[config.mk]
export PLATFORM = sky130hd
export DESIGN_NAME = nec_ir_pulse_distance_decoder_top
export DESIGN_NICKNAME = d
export VERILOG_FILES = /design/src/hdl/nird_pkg.sv /design/src/hdl/nird_decode.sv /design/src/hdl/nec_ir_pulse_distance_decoder_top.sv
export SDC_FILE = /design/constraint.sdc
export NUM_CORES = 1
export LEC_CHECK = 0
export ABC_AREA = 1
export BUFFER_PORTS_ARGS = -buffer_cell sky130_fd_sc_hd__buf_4
export CORE_MARGIN = 4
export CORE_UTILIZATION = 55
export DETAILED_ROUTE_END_ITERATION = 6
export PLACE_DENSITY = 0.73
export SYNTH_ARGS = -nofsm -noshare
export SYNTH_HDL_FRONTEND = slang
export SYNTH_SLANG_ARGS = --single-unit
[constraint.sdc]
create_clock -name clk -period 11 [get_ports clk]
set_input_delay 0.55 -clock clk [delete_from_list [all_inputs] [get_ports clk]]
set_output_delay 0.55 -clock clk [all_outputs]
set_load 0.05 [all_outputs]
[src/hdl/nird_pkg.sv]
// ----------------------------------------------------------------------------
// nird_pkg
// Types and constants shared by the NEC infrared pulse-distance decoder.
// ----------------------------------------------------------------------------
package nird_pkg;

  localparam int unsigned FRAME_BITS = 32;
  localparam int unsigned BIT_IDX_W  = $clog2(FRAME_BITS);

  localparam logic [31:0] GLITCH_MAX_US = 32'd844;
  localparam logic [31:0] RESET_OVER_US = 32'd2500;
  localparam logic [31:0] ONE_OVER_US   = 32'd1688;

  localparam logic [8:0]  KEY_SUM       = 9'd255;

  localparam logic ACT_EDGE  = 1'b0;
  localparam logic ACT_CLEAR = 1'b1;

  localparam logic CFG_REMOTE_FILTER = 1'b0;
  localparam logic CFG_VERIFY_KEY    = 1'b1;

  typedef struct packed {
    logic        action;
    logic [31:0] edge_time_us;
  } nird_in_t;

  typedef struct packed {
    logic        code_ready;
    logic        frame_done;
    logic [15:0] held_command;
    logic [7:0]  held_button;
    logic [15:0] held_remote;
  } nird_out_t;

  typedef struct packed {
    logic [15:0] remote_filter;
    logic        verify_key;
  } nird_cfg_t;

endpackage

[src/hdl/nird_decode.sv]
// ----------------------------------------------------------------------------
// nird_decode
// Decoder state and single-pass next-state logic: interval measurement,
// bit classification, frame check, latch of command, key and remote id, and clear of the held command.
// ----------------------------------------------------------------------------
module nird_decode
  import nird_pkg::*;
(
  input  logic      clk,
  input  logic      rst_n,
  input  logic      step,
  input  nird_in_t  item,
  input  nird_cfg_t cfg,
  output nird_out_t result
);

  logic [31:0]          last_edge_time_r, last_edge_time_nxt;
  logic [31:0]          shift_acc_r, shift_acc_nxt;
  logic [BIT_IDX_W-1:0] bit_index_r, bit_index_nxt;
  logic [15:0]          command_r, command_nxt;
  logic [7:0]           button_r, button_nxt;
  logic [15:0]          remote_r, remote_nxt;

  logic [31:0] interval;
  logic [31:0] acc_set;
  logic [8:0]  key_sum;
  logic        accept;
  logic        done;

  assign interval = item.edge_time_us - last_edge_time_r;
  assign acc_set  = (interval > ONE_OVER_US)
                  ? (shift_acc_r | (32'd1 << bit_index_r)) : shift_acc_r;
  assign key_sum  = {1'b0, acc_set[31:24]} + {1'b0, acc_set[23:16]};
  assign accept   = ((cfg.remote_filter == 16'd0) || (acc_set[15:0] == cfg.remote_filter))
                 && (!cfg.verify_key || (key_sum == KEY_SUM));

  always_comb begin
    last_edge_time_nxt = last_edge_time_r;
    shift_acc_nxt      = shift_acc_r;
    bit_index_nxt      = bit_index_r;
    command_nxt        = command_r;
    button_nxt         = button_r;
    remote_nxt         = remote_r;
    done               = 1'b0;
    if (item.action == ACT_CLEAR) begin
      command_nxt = 16'd0;
    end else if ((command_r == 16'd0) && (interval > GLITCH_MAX_US)) begin
      last_edge_time_nxt = item.edge_time_us;
      if (interval > RESET_OVER_US) begin
        shift_acc_nxt = 32'd0;
        bit_index_nxt = '0;
      end else if (bit_index_r != BIT_IDX_W'(FRAME_BITS - 1)) begin
        shift_acc_nxt = acc_set;
        bit_index_nxt = bit_index_r + BIT_IDX_W'(1);
      end else begin
        shift_acc_nxt = 32'd0;
        bit_index_nxt = '0;
        if (accept) begin
          command_nxt = acc_set[31:16];
          button_nxt  = acc_set[23:16];
          remote_nxt  = acc_set[15:0];
          done        = 1'b1;
        end
      end
    end
  end

  always_ff @(posedge clk) begin
    if (!rst_n) begin
      last_edge_time_r <= 32'd0;
      shift_acc_r      <= 32'd0;
      bit_index_r      <= '0;
      command_r        <= 16'd0;
      button_r         <= 8'd0;
      remote_r         <= 16'd0;
    end else if (step) begin
      last_edge_time_r <= last_edge_time_nxt;
      shift_acc_r      <= shift_acc_nxt;
      bit_index_r      <= bit_index_nxt;
      command_r        <= command_nxt;
      button_r         <= button_nxt;
      remote_r         <= remote_nxt;
    end
  end

  assign result.code_ready   = (command_nxt != 16'd0);
  assign result.frame_done   = done;
  assign result.held_command = command_nxt;
  assign result.held_button  = button_nxt;
  assign result.held_remote  = remote_nxt;

endmodule

[src/hdl/nec_ir_pulse_distance_decoder_top.sv]
// ----------------------------------------------------------------------------
// nec_ir_pulse_distance_decoder_top
// NEC infrared remote decoder fed with timestamped falling-edge items.
// ----------------------------------------------------------------------------
// Usage:
//   Input channel (in_valid / in_stall / in_data) carries one event per item:
//   a falling edge with its microsecond timestamp, or a clear of the held
//   code. Every input item gives exactly one result item on the output
//   channel (out_valid / out_stall / out_data) with the held code and a
//   frame-done flag.
//   The input register feeds the decode logic, which updates the decoder
//   state and the result register when the item advances.
//   Throughput: 1 item per cycle while out_stall is low.
//   Stall: the result register holds while it is valid and out_stall is high;
//   one further item waits in the input register, then in_stall rises.
//   Configuration (cfg_valid / cfg_ready, cfg_index, cfg_data) is always
//   ready: index 0 is the remote filter, index 1 the key check enable (bit 0).
//   Write it only while no item is in flight.
//   Reset (rst_n low, synchronous) clears all decoder state, the
//   configuration and the valid flags of both pipeline registers.
// ----------------------------------------------------------------------------
module nec_ir_pulse_distance_decoder_top
  import nird_pkg::*;
(
  input  logic        clk,
  input  logic        rst_n,
  input  logic        in_valid,
  output logic        in_stall,
  input  nird_in_t    in_data,
  output logic        out_valid,
  input  logic        out_stall,
  output nird_out_t   out_data,
  input  logic        cfg_valid,
  output logic        cfg_ready,
  input  logic        cfg_index,
  input  logic [15:0] cfg_data
);

  logic      s1_valid_r;
  nird_in_t  s1_item_r;
  logic      out_valid_r;
  nird_out_t out_r;
  nird_cfg_t cfg_r;
  nird_out_t result;
  logic      advance;
  logic      in_take;

  assign advance   = s1_valid_r && !(out_valid_r && out_stall);
  assign in_stall  = s1_valid_r && !advance;
  assign in_take   = in_valid && !in_stall;
  assign cfg_ready = 1'b1;

  always_ff @(posedge clk) begin
    if (!rst_n) begin
      cfg_r <= '0;
    end else if (cfg_valid && cfg_ready) begin
      case (cfg_index)
        CFG_REMOTE_FILTER: cfg_r.remote_filter <= cfg_data;
        CFG_VERIFY_KEY:    cfg_r.verify_key    <= cfg_data[0];
        default:           cfg_r               <= cfg_r;
      endcase
    end
  end

  always_ff @(posedge clk) begin
    if (!rst_n) begin
      s1_valid_r <= 1'b0;
    end else if (in_take) begin
      s1_valid_r <= 1'b1;
    end else if (advance) begin
      s1_valid_r <= 1'b0;
    end
  end

  always_ff @(posedge clk) begin
    if (in_take) begin
      s1_item_r <= in_data;
    end
  end

  nird_decode u_decode (
    .clk    (clk),
    .rst_n  (rst_n),
    .step   (advance),
    .item   (s1_item_r),
    .cfg    (cfg_r),
    .result (result)
  );

  always_ff @(posedge clk) begin
    if (!rst_n) begin
      out_valid_r <= 1'b0;
    end else if (advance) begin
      out_valid_r <= 1'b1;
    end else if (!out_stall) begin
      out_valid_r <= 1'b0;
    end
  end

  always_ff @(posedge clk) begin
    if (advance) begin
      out_r <= result;
    end
  end

  assign out_valid = out_valid_r;
  assign out_data  = out_r;

endmodule

==> PnR_summary.wiki, run 1 <==
{| class="wikitable"
! Metric !! Value
|-
| ANT nets after route || 0
|-
| Wire length of the first global-routing pass || 46400 um
|-
| Instance count of the mapped netlist || 1661
|-
| Filler cells || 1934
|-
| Portion of synthesized cell area occupied by the leading cell type || 22.0%
|-
| Area used by sequential logic in the layout || 4810 um2
|-
| Highest clock frequency the design can meet || 126 MHz
|-
| Multi-input gate area || 5350 um2
|-
| Path depth of the worst reg2reg path || 34
|-
| Net switching power || 0.526 mW
|-
| Required time of the critical path || 11.41 ns
|-
| Slowest cell on crit path || nor2_4
|-
| Vias after detailed routing || 10500
|-
| Beginning of the worst hold path || in_data[30]
|-
| Library cell used as clock root buffer || clkbuf_16
|-
| Combinational fraction of design power || 15.0%
|-
| Detailed-route wire length || 28100 um
|-
| DRC violation count after routing || 0
|-
| Maximum resistive drop on vdd || 133 uV
|-
| Post-CTS Setup Repair Bufs || 0
|-
| Setup TNS after final layout || 0 ns
|-
| Worst Skew || 0.0191 ns
|-
| Power density of the placed cells || 145 nW/um2
|-
| Cts repair resizes || 0
|-
| Worst min-delay path category || in -> reg
|-
| Vias in the first global route || 9570
|-
| Clock period minus final worst setup slack || 7.96 ns
|-
| Max-slew headroom at the worst pin || 35.0%
|-
| GR Util All Layers || 23.2%
|-
| Setup violators final || 0
|-
| Die Ht || 153 um
|-
| Share of the cycle needed by the critical path after routing || 72.3%
|-
| Largest net degree at the start of global routing || 80
|-
| Mapped Nets || 1764
|-
| Most frequently used cell type in the post-synthesis netlist || nand2_1
|-
| Critical path class || reg -> reg
|-
| # diodes || 0
|-
| Average cell area after synthesis || 7.00 um2
|-
| H-tree depth || 1
|-
| Reg2reg start || s1_item_r[0]$_DFFE_PP_
|-
| Sequential cell fraction of total power || 43.0%
|-
| Average wire per standard cell || 13.9 um
|-
| Final Hold Viols || 0
|-
| Dpl cells || 1984
|-
| Dominant register cell in the synthesized netlist || dfxtp_1
|-
| Hold buffer count at CTS || 0
|-
| RSZ-0062 raised after global routing || no
|-
| Hold Path Sink || s1_item_r[30]$_DFFE_PP_
|-
| Critical path data arrival time || 8.37 ns
|-
| # port buffers || 98
|-
| Detailed-route vias per instance || 5.18
|-
| Core Footprint || 20500 um2
|-
| Initial Util || 56.7%
|-
| Critical path's most frequent cell || nand2_1
|-
| Remaining global-route overflow || 0
|-
| Post-layout util || 65.0%
|-
| Nature of the critical path endpoint || flop
|-
| Clock network fraction of total power || 42.0%
|-
| Synth top cells by count || nand2_1 (396), inv_1 (309), nor2_1 (167)
|-
| Clock transition at the registers of the reported paths || 0.06 ns
|-
| Netlist area before placement || 11600 um2
|-
| Leakage power || 6.48 nW
|-
| Number of nets in the finished design || 1842
|-
| Count of boundary I/O pins || 100
|-
| DRT Pass-1 Iters || 5
|-
| CTS sink count || 203
|-
| Final cell count without fillers || 2026
|-
| Share of synthesized registers carrying an async set or reset || 0%
|-
| Cell type contributing the most total cell area after synthesis || dfxtp_1
|-
| Die footprint || 23500 um2
|-
| Largest incremental delay on the critical path || 0.74 ns
|-
| Clk Latency, worst-skew pair || 0.52 ns
|-
| Switching portion of total power || 27.3%
|-
| Max clock buf depth || 3
|-
| Run status || completed
|-
| Final HPWL from detailed placement || 20700 um
|-
| Hold Path Cell Cnt || 1
|-
| Number of rows created at floorplan || 52
|-
| Total power consumption of the routed design || 1.93 mW
|-
| Post-synthesis sequential element count || 203
|-
| Worst hold slack || 0.204 ns
|-
| Detailed Route Iter0 Violations || 768
|-
| Leading post-synthesis cells by cell area || dfxtp_1 (22%), edfxtp_1 (19%), nand2_1 (13%), inv_1 (10%), nor2_1 (5.4%)
|-
| Number of max-slew violations in the final report || 0
|-
| X dimension of the die || 153 um
|-
| Endpoint of the worst register-to-register path || u_decode.remote_r[4]$_SDFFE_PN0P_
|-
| Maximum Capacitance Violations || 0
|-
| Final Wtd Congestion || 0.949
|-
| Number of antenna violations at the first check in global routing || 0
|-
| Actual transition at the worst max-transition pin || 0.971 ns
|-
| Post-synth cell types || 40
|-
| Crit path launch type || flop
|-
| Register-to-register setup slack || 3.04 ns
|-
| Critical path peak fanout || 40
|-
| Number of warning messages in the yosys log || 0
|-
| Internal power component || 1.40 mW
|-
| Number of synthesized flops with an enable pin || 75
|-
| Number of buffers created by CTS || 23
|-
| Ratio of cells with drive above 1 in the final layout || 10.5%
|-
| TritonCTS clock tree || built
|-
| Seq/Total Area, Yosys || 41.4%
|-
| Area growth from synthesis to layout || 14.6%
|}
==> worst max-delay path, delay by kind of cell, from the launching register on <==
family                     cells  cell delay [ns]
AOI/OAI and AO/OA              4             1.39
adders and majority gates      4             1.21
buffers and inverters          4             0.32
DFF                            1             0.32
and+or+nand+nor               22             4.57
==> through the flow <==
step,cell area (um2),setup slack [ns]
2_1_floorplan,11600,4.81
3_3_place_gp,12500,3.42
3_5_place_dp,12500,3.16
4_1_cts,13300,3.14
5_1_grt,13300,2.31
6_report,13300,3.04
==> per-layer routing <==
| layer | global-route usage, % | part of all wire, % |
|---|---|---|
| met1 | 34.5 | 49 |
| met5 | 0 | 0 |
| met4 | 4.58 | 1.7 |
| met2 | 36.8 | 43 |
| met3 | 2.97 | 6.0 |
==> cells by family after synthesis <==
| group | after synthesis | share of synthesized area (%) |
|---|---|---|
| compound gates | 250 | 11.7 |
| simple gates | 771 | 28.2 |
| flops | 203 | 41.4 |
| fa+ha+maj | 48 | 5.29 |
| other cells | 1 | 0.0323 |
| buf+inv | 380 | 12.8 |
| xor+xnor | 8 | 0.603 |
==> cell usage in the layout (no fill, tap or decap), drive strengths merged, types with 2 or more instances in the layout <==
cell type / instances
a211oi: 34
a21oi: 118
and2: 5
buf: 104
bufinv: 4
clkbuf: 27
clkinv: 10
clkinvlp: 2
dfxtp: 128
edfxtp: 75
fa: 2
ha: 46
inv: 328
nand2: 398
nand3: 107
nand3b: 2
nand4: 35
nor2: 175
nor3: 28
nor4: 9
o21ai: 90
o21bai: 4
or2: 11
xnor2: 3
xor2: 5
==> layout make-up <==
cell class	instances	share of cell area (%)
Multi-Input combinational cell	1078	40.2
Sequential cell	203	36.1
Inverter	329	9.27
Timing Repair Buffer	104	5.86
Clock buffer	27	4.58
Tap cell	270	2.54
Clock inverter	15	1.46
==> state kept, by name, indices dropped and copies added, names as in the netlist, 8 cells and up <==
register and flops:
cfg_r 17, out_data 42, s1_item_r 33, u_decode.button_r 8, u_decode.command_r 16, u_decode.last_edge_time_r 32
u_decode.remote_r 16, u_decode.shift_acc_r 32
==> power groups by stage <==
| stage | sequential, mW | combinational [mW] | clock (mW) |
|---|---|---|---|
| final | 0.829 | 0.290 | 0.810 |
| after global routing | 0.832 | 0.328 | 0.855 |
| after CTS | 0.829 | 0.288 | 0.826 |
| after detailed placement | 0.845 | 0.287 | 0 |
| after global placement | 0.845 | 0.284 | 0 |
| after floorplan | 0.868 | 0.184 | 0 |
==> worst max path at each step <==
stage / from / to / slack (ns)
floorplan: s1_item_r[0]$_DFFE_PP_ / out_data[41]$_DFFE_PP_ / 4.81
global placement: s1_item_r[0]$_DFFE_PP_ / u_decode.remote_r[7]$_SDFFE_PN0P_ / 3.42
detailed placement: s1_item_r[0]$_DFFE_PP_ / u_decode.remote_r[4]$_SDFFE_PN0P_ / 3.16
CTS: s1_item_r[0]$_DFFE_PP_ / u_decode.remote_r[4]$_SDFFE_PN0P_ / 3.14
global route: s1_item_r[0]$_DFFE_PP_ / u_decode.remote_r[4]$_SDFFE_PN0P_ / 2.31
finish: s1_item_r[0]$_DFFE_PP_ / u_decode.remote_r[4]$_SDFFE_PN0P_ / 3.04
Power figures use the tool's default switching activity.
==> run 2: changes to the inputs <==
clock period = 8.1 ns   (was 11 ns; I/O delays follow)
==> run 2 against run 1 <==
  * Cell area down 0.38%
  * Worst hold slack lost 0.14 ns
  * Utilization is 0.24 points lower
  * Largest power group unchanged
  * Die area did not move
  * Count of clock-buffer cells in the layout rose by 3
  * Flip-flop and latch count stayed put
  * Power rose by 32%
  * First-iteration DRC count fell by 13%
  * Sequential power up 36%
==> PnR_summary.wiki, run 2 (synthesis results as in run 1) <==
{| class="wikitable"
! Metric !! Value
|-
| Nature of the critical path endpoint || flop
|-
| Beginning of the worst hold path || in_data[18]
|-
| Highest clock frequency the design can meet || 137 MHz (+9.2%)
|-
| Clk Latency, worst-skew pair || 0.51 ns (about the same)
|-
| Critical path data arrival time || 7.72 ns (-0.65 ns)
|-
| M1 WL || 13900 um (+0.18%)
|-
| Slowest cell on crit path || a211oi_2
|-
| Detailed-route wire length || 28300 um (+0.70%)
|-
| ANT nets after route || 0 (unchanged)
|-
| Number of antenna violations at the first check in global routing || 0 (unchanged)
|-
| Leakage power || 6.46 nW (-0.34%)
|-
| Detailed-route vias per instance || 5.18 (-0.14%)
|-
| Final Wtd Congestion || 0.954 (+0.56%)
|-
| RSZ-0062 raised after global routing || no
|-
| Library cell used as clock root buffer || clkbuf_16
|-
| TritonCTS clock tree || built
|-
| Most used cells in the layout excluding fill and tap cells || nand2_1 (396), inv_1 (309), nor2_1 (166), dfxtp_1 (128), a21oi_1 (118)
|-
| X dimension of the die || 153 um (unchanged)
|-
| Remaining global-route overflow || 0 (unchanged)
|-
| Cts repair resizes || 0 (unchanged)
|-
| Summed area of non-filler cells in the final layout || 13300 um2 (-0.38%)
|-
| GR Util All Layers || 23.5% (+0.27 points)
|-
| Total power consumption of the routed design || 2.55 mW (+32%)
|-
| Final Hold Viols || 0 (unchanged)
|-
| Maximum Capacitance Violations || 0 (unchanged)
|-
| Critical path class || reg -> reg
|-
| Average wire per standard cell || 14.0 um (+0.70%)
|-
| Setup violators final || 0 (unchanged)
|-
| Max clock buf depth || 3 (unchanged)
|-
| Post-CTS Setup Repair Bufs || 0 (unchanged)
|-
| Required time of the critical path || 8.54 ns (-2.87 ns)
|-
| Wire length of the first global-routing pass || 46900 um (+1.0%)
|-
| Reg2reg start || s1_item_r[0]$_DFFE_PP_
|-
| DRT Pass-1 Iters || 5 (unchanged)
|-
| Clock transition at the registers of the reported paths || 0.06 ns (about the same)
|-
| Highest metal layer with signal wires || met4
|-
| Number of max-slew violations in the final report || 0 (unchanged)
|-
| Actual transition at the worst max-transition pin || 0.968 ns (-0.00343 ns)
|-
| Worst min-delay path category || in -> reg
|-
| Die Ht || 153 um (unchanged)
|-
| Die footprint || 23500 um2 (unchanged)
|-
| Share of the cycle needed by the critical path after routing || 89.9% (+18 points)
|-
| Clock period minus final worst setup slack || 7.28 ns (-0.672 ns)
|-
| Count of boundary I/O pins || 100 (unchanged)
|-
| Number of buffers created by CTS || 22 (-4.3%)
|-
| Met2 Routed Length || 12300 um (+1.5%)
|-
| Dpl ws || 0.983 ns (-2.17 ns)
|-
| Vias in the first global route || 9709 (+1.5%)
|-
| Detailed Route Iter0 Violations || 668 (-13%)
|-
| Final HPWL from detailed placement || 20900 um (+1.1%)
|-
| Largest net degree at the start of global routing || 80 (unchanged)
|-
| Ratio of cells with drive above 1 in the final layout || 10.3% (-0.23 points)
|-
| Worst Skew || 0.0149 ns (-0.00426 ns)
|-
| Run status || completed
|-
| Routed length on met3 || 1580 um (-5.8%)
|-
| Maximum resistive drop on vdd || 169 uV (+28%)
|-
| Flip-flop count of the largest register after layout || 42 (unchanged)
|-
| Critical path's most frequent cell || nand2_1
|-
| DRC violation count after routing || 0 (unchanged)
|-
| # port buffers || 98 (unchanged)
|-
| Hold buffer count at CTS || 0 (unchanged)
|-
| Vias after detailed routing || 10500 (-0.14%)
|-
| CTS sink count || 203 (unchanged)
|-
| Core Footprint || 20500 um2 (unchanged)
|-
| Largest incremental delay on the critical path || 0.60 ns (-0.14 ns)
|-
| Max-slew headroom at the worst pin || 35.3% (+0.23 points)
|-
| Power density of the placed cells || 192 nW/um2 (+33%)
|-
| Number of rows created at floorplan || 52 (unchanged)
|-
| H-tree depth || 1 (unchanged)
|-
| Critical path peak fanout || 40 (unchanged)
|-
| CP startpoint || s1_item_r[0]$_DFFE_PP_
|-
| Setup TNS after final layout || 0 ns (unchanged)
|-
| # diodes || 0 (unchanged)
|-
| Final Worst Setup Slack || 0.817 ns (-2.23 ns)
|-
| Initial Util || 56.7% (unchanged)
|-
| Crit path launch type || flop
|-
| Commonest non-fill, non-tap cell in the layout || nand2_1
|-
| Placement-stage cell area || 12500 um2 (+0.12%)
|-
| Number of nets in the finished design || 1843 (+0.054%)
|-
| Area growth from synthesis to layout || 14.2%
|}
-- run 2: cell count changes in the layout (fill, tap and decap cells not counted), sizes merged --
cell	before	now
buf	104	106
clkbuf	27	30
inv	328	326
clkinvlp	2	1
bufinv	4	3
clkinv	10	9
-- run 2: final timing paths --
check	cells after the start	end	slack (ns)
setup / recovery	37	u_decode.remote_r[3]$_SDFFE_PN0P_	0.82
hold / removal	1	s1_item_r[18]$_DFFE_PP_	0.07
setup reg to reg	37	u_decode.remote_r[3]$_SDFFE_PN0P_	0.82
hold reg to reg	2	u_decode.last_edge_time_r[21]$_SDFFE_PN0P_	0.47
-- run 2: cell type report --
type / count / area [um2]
Clock buffer: 30 / 612
Clock inverter: 10 / 128
Fill cell: 1906 / 7220
Inverter: 329 / 1230
Multi-Input combinational cell: 1078 / 5350
Sequential cell: 203 / 4810
Tap cell: 270 / 338
Timing Repair Buffer: 106 / 796
-- run 2: power by group --
| part | internal [mW] | total [mW] | switching (mW) |
|---|---|---|---|
| clock network | 0.625 | 1.03 | 0.405 |
| registers | 1.11 | 1.13 | 0.0200 |
| logic | 0.128 | 0.394 | 0.266 |
-- run 2: through the flow --
stage          util, %  cells  hold slack [ns]
5_1_grt           64.8   2026           0.0491
3_5_place_dp      61.2   1986            0.461
4_1_cts           64.8   2026           0.0478
6_report          64.8   2026           0.0669
2_1_floorplan        -   1661            0.437
3_3_place_gp      61.2   1986            0.453
-- run 2: critical path, delay by kind of cell (launching register included) --
kind | cells | cell delay, ns
AO/OA/AOI/OAI | 4 | 1.30
adder cells (fa/ha/maj) | 4 | 1.20
buffers and inverters | 6 | 0.95
flip-flops | 1 | 0.34
AND/OR/NAND/NOR | 23 | 3.42
-- run 2: layer usage --
metal | vias up | track usage [%]
met5 | - | 0
met1 | 4700 | 34.4
met3 | 39 | 3.22
met2 | 277 | 37.5
li1 | 5472 | -
met4 | 0 | 4.84
==> run 3: changes to the inputs <==
RECOVER_POWER = 25   (was default)
==> run 3 against run 2 <==
  * The run now ends with max-capacitance violations, max-slew violations left
  * Worst hold slack improved by 0.021 ns
  * Fmax increased by 0.54%
  * Clock skew grew 0.0019 ns
  * Worst setup slack improved by 0.039 ns
  * Sequential power barely moved
  * Final cell count unchanged
  * First-iteration DRC count fell by 4.0%
  * Critical path type unchanged
  * Largest power group unchanged
==> PnR_summary.wiki, run 3 (synthesis results as in run 1) <==
{| class="wikitable"
! Metric !! Value
|-
| Clk Latency, worst-skew pair || 0.51 ns (about the same)
|-
| Final Wtd Congestion || 0.954 (unchanged)
|-
| Count of boundary I/O pins || 100 (unchanged)
|-
| Slowest cell on crit path || a211oi_2
|-
| Placement-stage cell area || 12500 um2 (unchanged)
|-
| Average wire per standard cell || 14.0 um (-0.11%)
|-
| Actual transition at the worst max-transition pin || 3.76 ns (+2.79 ns)
|-
| Clock period minus final worst setup slack || 7.24 ns (-0.0389 ns)
|-
| H-tree depth || 1 (unchanged)
|-
| Critical path data arrival time || 7.63 ns (-0.09 ns)
|-
| DRT Pass-1 Iters || 5 (unchanged)
|-
| Met2 Routed Length || 12200 um (-0.34%)
|-
| M1 WL || 14000 um (+0.97%)
|-
| Setup violators final || 0 (unchanged)
|-
| Critical path peak fanout || 40 (unchanged)
|-
| Core Footprint || 20500 um2 (unchanged)
|-
| Post-CTS Setup Repair Bufs || 0 (unchanged)
|-
| Ratio of cells with drive above 1 in the final layout || 8.49% (-1.8 points)
|-
| Critical path class || reg -> reg
|-
| RSZ-0062 raised after global routing || no
|-
| CTS sink count || 203 (unchanged)
|-
| Final Hold Viols || 0 (unchanged)
|-
| Clock transition at the registers of the reported paths || 0.07 ns (about the same)
|-
| Flip-flop count of the largest register after layout || 42 (unchanged)
|-
| Total power consumption of the routed design || 2.55 mW (-0.19%)
|-
| Die Ht || 153 um (unchanged)
|-
| Die footprint || 23500 um2 (unchanged)
|-
| Critical path's most frequent cell || nand2_1
|-
| Crit path launch type || flop
|-
| Library cell used as clock root buffer || clkbuf_16
|-
| Leakage power || 6.33 nW (-1.9%)
|-
| Power density of the placed cells || 193 nW/um2 (+0.66%)
|-
| Violated checks || max-capacitance violations, max-slew violations
|-
| Number of buffers created by CTS || 22 (unchanged)
|-
| Max clock buf depth || 3 (unchanged)
|-
| Maximum Capacitance Violations || 1 (+1)
|-
| Final HPWL from detailed placement || 20900 um (unchanged)
|-
| DRC violation count after routing || 0 (unchanged)
|-
| Detailed-route wire length || 28300 um (-0.11%)
|-
| Vias in the first global route || 9709 (unchanged)
|-
| Crit path max-delay family || simple AND/OR/NAND/NOR gates
|-
| X dimension of the die || 153 um (unchanged)
|-
| Remaining global-route overflow || 0 (unchanged)
|-
| Worst Skew || 0.0168 ns (+0.00194 ns)
|-
| Max-slew headroom at the worst pin || -151% (-190 points)
|-
| Vias after detailed routing || 10500 (+0.0095%)
|-
| Worst min-delay path category || in -> reg
|-
| Run status || finished with violations
|-
| Largest incremental delay on the critical path || 0.60 ns (about the same)
|-
| Post-layout util || 64.2% (-0.55 points)
|-
| ANT nets after route || 0 (unchanged)
|-
| Most used cells in the layout excluding fill and tap cells || nand2_1 (396), inv_1 (309), nor2_1 (166), dfxtp_1 (128), a21oi_1 (118)
|-
| Setup TNS after final layout || 0 ns (unchanged)
|-
| Number of nets in the finished design || 1843 (unchanged)
|-
| Highest metal layer with signal wires || met4
|-
| TritonCTS clock tree || built
|-
| Wire length of the first global-routing pass || 46900 um (unchanged)
|-
| Count of buffering cells on the critical path with inverters included || 6 (unchanged)
|-
| Maximum resistive drop on vdd || 168 uV (-0.59%)
|-
| Highest clock frequency the design can meet || 138 MHz (+0.54%)
|-
| Summed area of non-filler cells in the final layout || 13200 um2 (-0.85%)
|-
| GR Util All Layers || 23.5% (unchanged)
|-
| Hold buffer count at CTS || 0 (unchanged)
|-
| Cts repair resizes || 0 (unchanged)
|-
| Detailed-route vias per instance || 5.18 (about the same)
|-
| Area growth from synthesis to layout || 13.2%
|-
| Commonest non-fill, non-tap cell in the layout || nand2_1
|-
| Number of max-slew violations in the final report || 74 (+74)
|-
| Initial Util || 56.7% (unchanged)
|-
| Detailed Route Iter0 Violations || 641 (-4.0%)
|-
| Worst hold slack || 0.0879 ns (+0.0210 ns)
|-
| Number of antenna violations at the first check in global routing || 0 (unchanged)
|-
| Largest net degree at the start of global routing || 80 (unchanged)
|-
| Number of rows created at floorplan || 52 (unchanged)
|-
| # diodes || 0 (unchanged)
|-
| Required time of the critical path || 8.49 ns (-0.05 ns)
|-
| # port buffers || 98 (unchanged)
|-
| Routed length on met3 || 1460 um (-7.5%)
|-
| Nature of the critical path endpoint || flop
|-
| Share of the cycle needed by the critical path after routing || 89.4% (-0.48 points)
|}
run 3: changes by cell type in the layout (fill, tap and decap cells not counted), sizes merged:
cell	delta
inv	-1
buf	-63
clkbuf	+63
clkinv	+1
run 3: metrics by stage:
step | instances | setup WS, ns
CTS | 2026 | 0.921
finish | 2026 | 0.856
global placement | 1986 | 1.13
detailed placement | 1986 | 0.983
global route | 2026 | 0.121
floorplan | 1661 | 1.91
run 3: final cells by class:
class / count / area [um2]
multi-input cells: 1078 / 5350
inverters: 329 / 1230
well taps: 270 / 338
clock buffers: 30 / 612
clock inverters: 10 / 128
repair buffers: 106 / 683
flip-flops and latches: 203 / 4810
fillers: 1952 / 7330
run 3: worst paths after layout:
kind / from / endpoint / slack [ns] / depth (start not counted)
max: s1_item_r[0]$_DFFE_PP_ / u_decode.remote_r[3]$_SDFFE_PN0P_ / 0.86 / 36
min: in_data[18] / s1_item_r[18]$_DFFE_PP_ / 0.09 / 1
max reg2reg: s1_item_r[0]$_DFFE_PP_ / u_decode.remote_r[3]$_SDFFE_PN0P_ / 0.86 / 36
min reg2reg: u_decode.last_edge_time_r[21]$_SDFFE_PN0P_ / u_decode.last_edge_time_r[21]$_SDFFE_PN0P_ / 0.47 / 2
run 3: power breakdown:
group | leakage (nW) | internal [mW] | switching (mW) | total (mW)
clock | 0.357 | 0.625 | 0.406 | 1.03
combinational | 4.20 | 0.122 | 0.267 | 0.389
sequential | 1.78 | 1.11 | 0.0198 | 1.13
total | 6.33 | 1.85 | 0.692 | 2.55
run 3: layer usage:
metal / global-route usage, % / vias up
met4: 4.84 / 0
met2: 37.5 / 262
met3: 3.22 / 39
li1: - / 5468
met5: 0 / -
met1: 34.4 / 4720
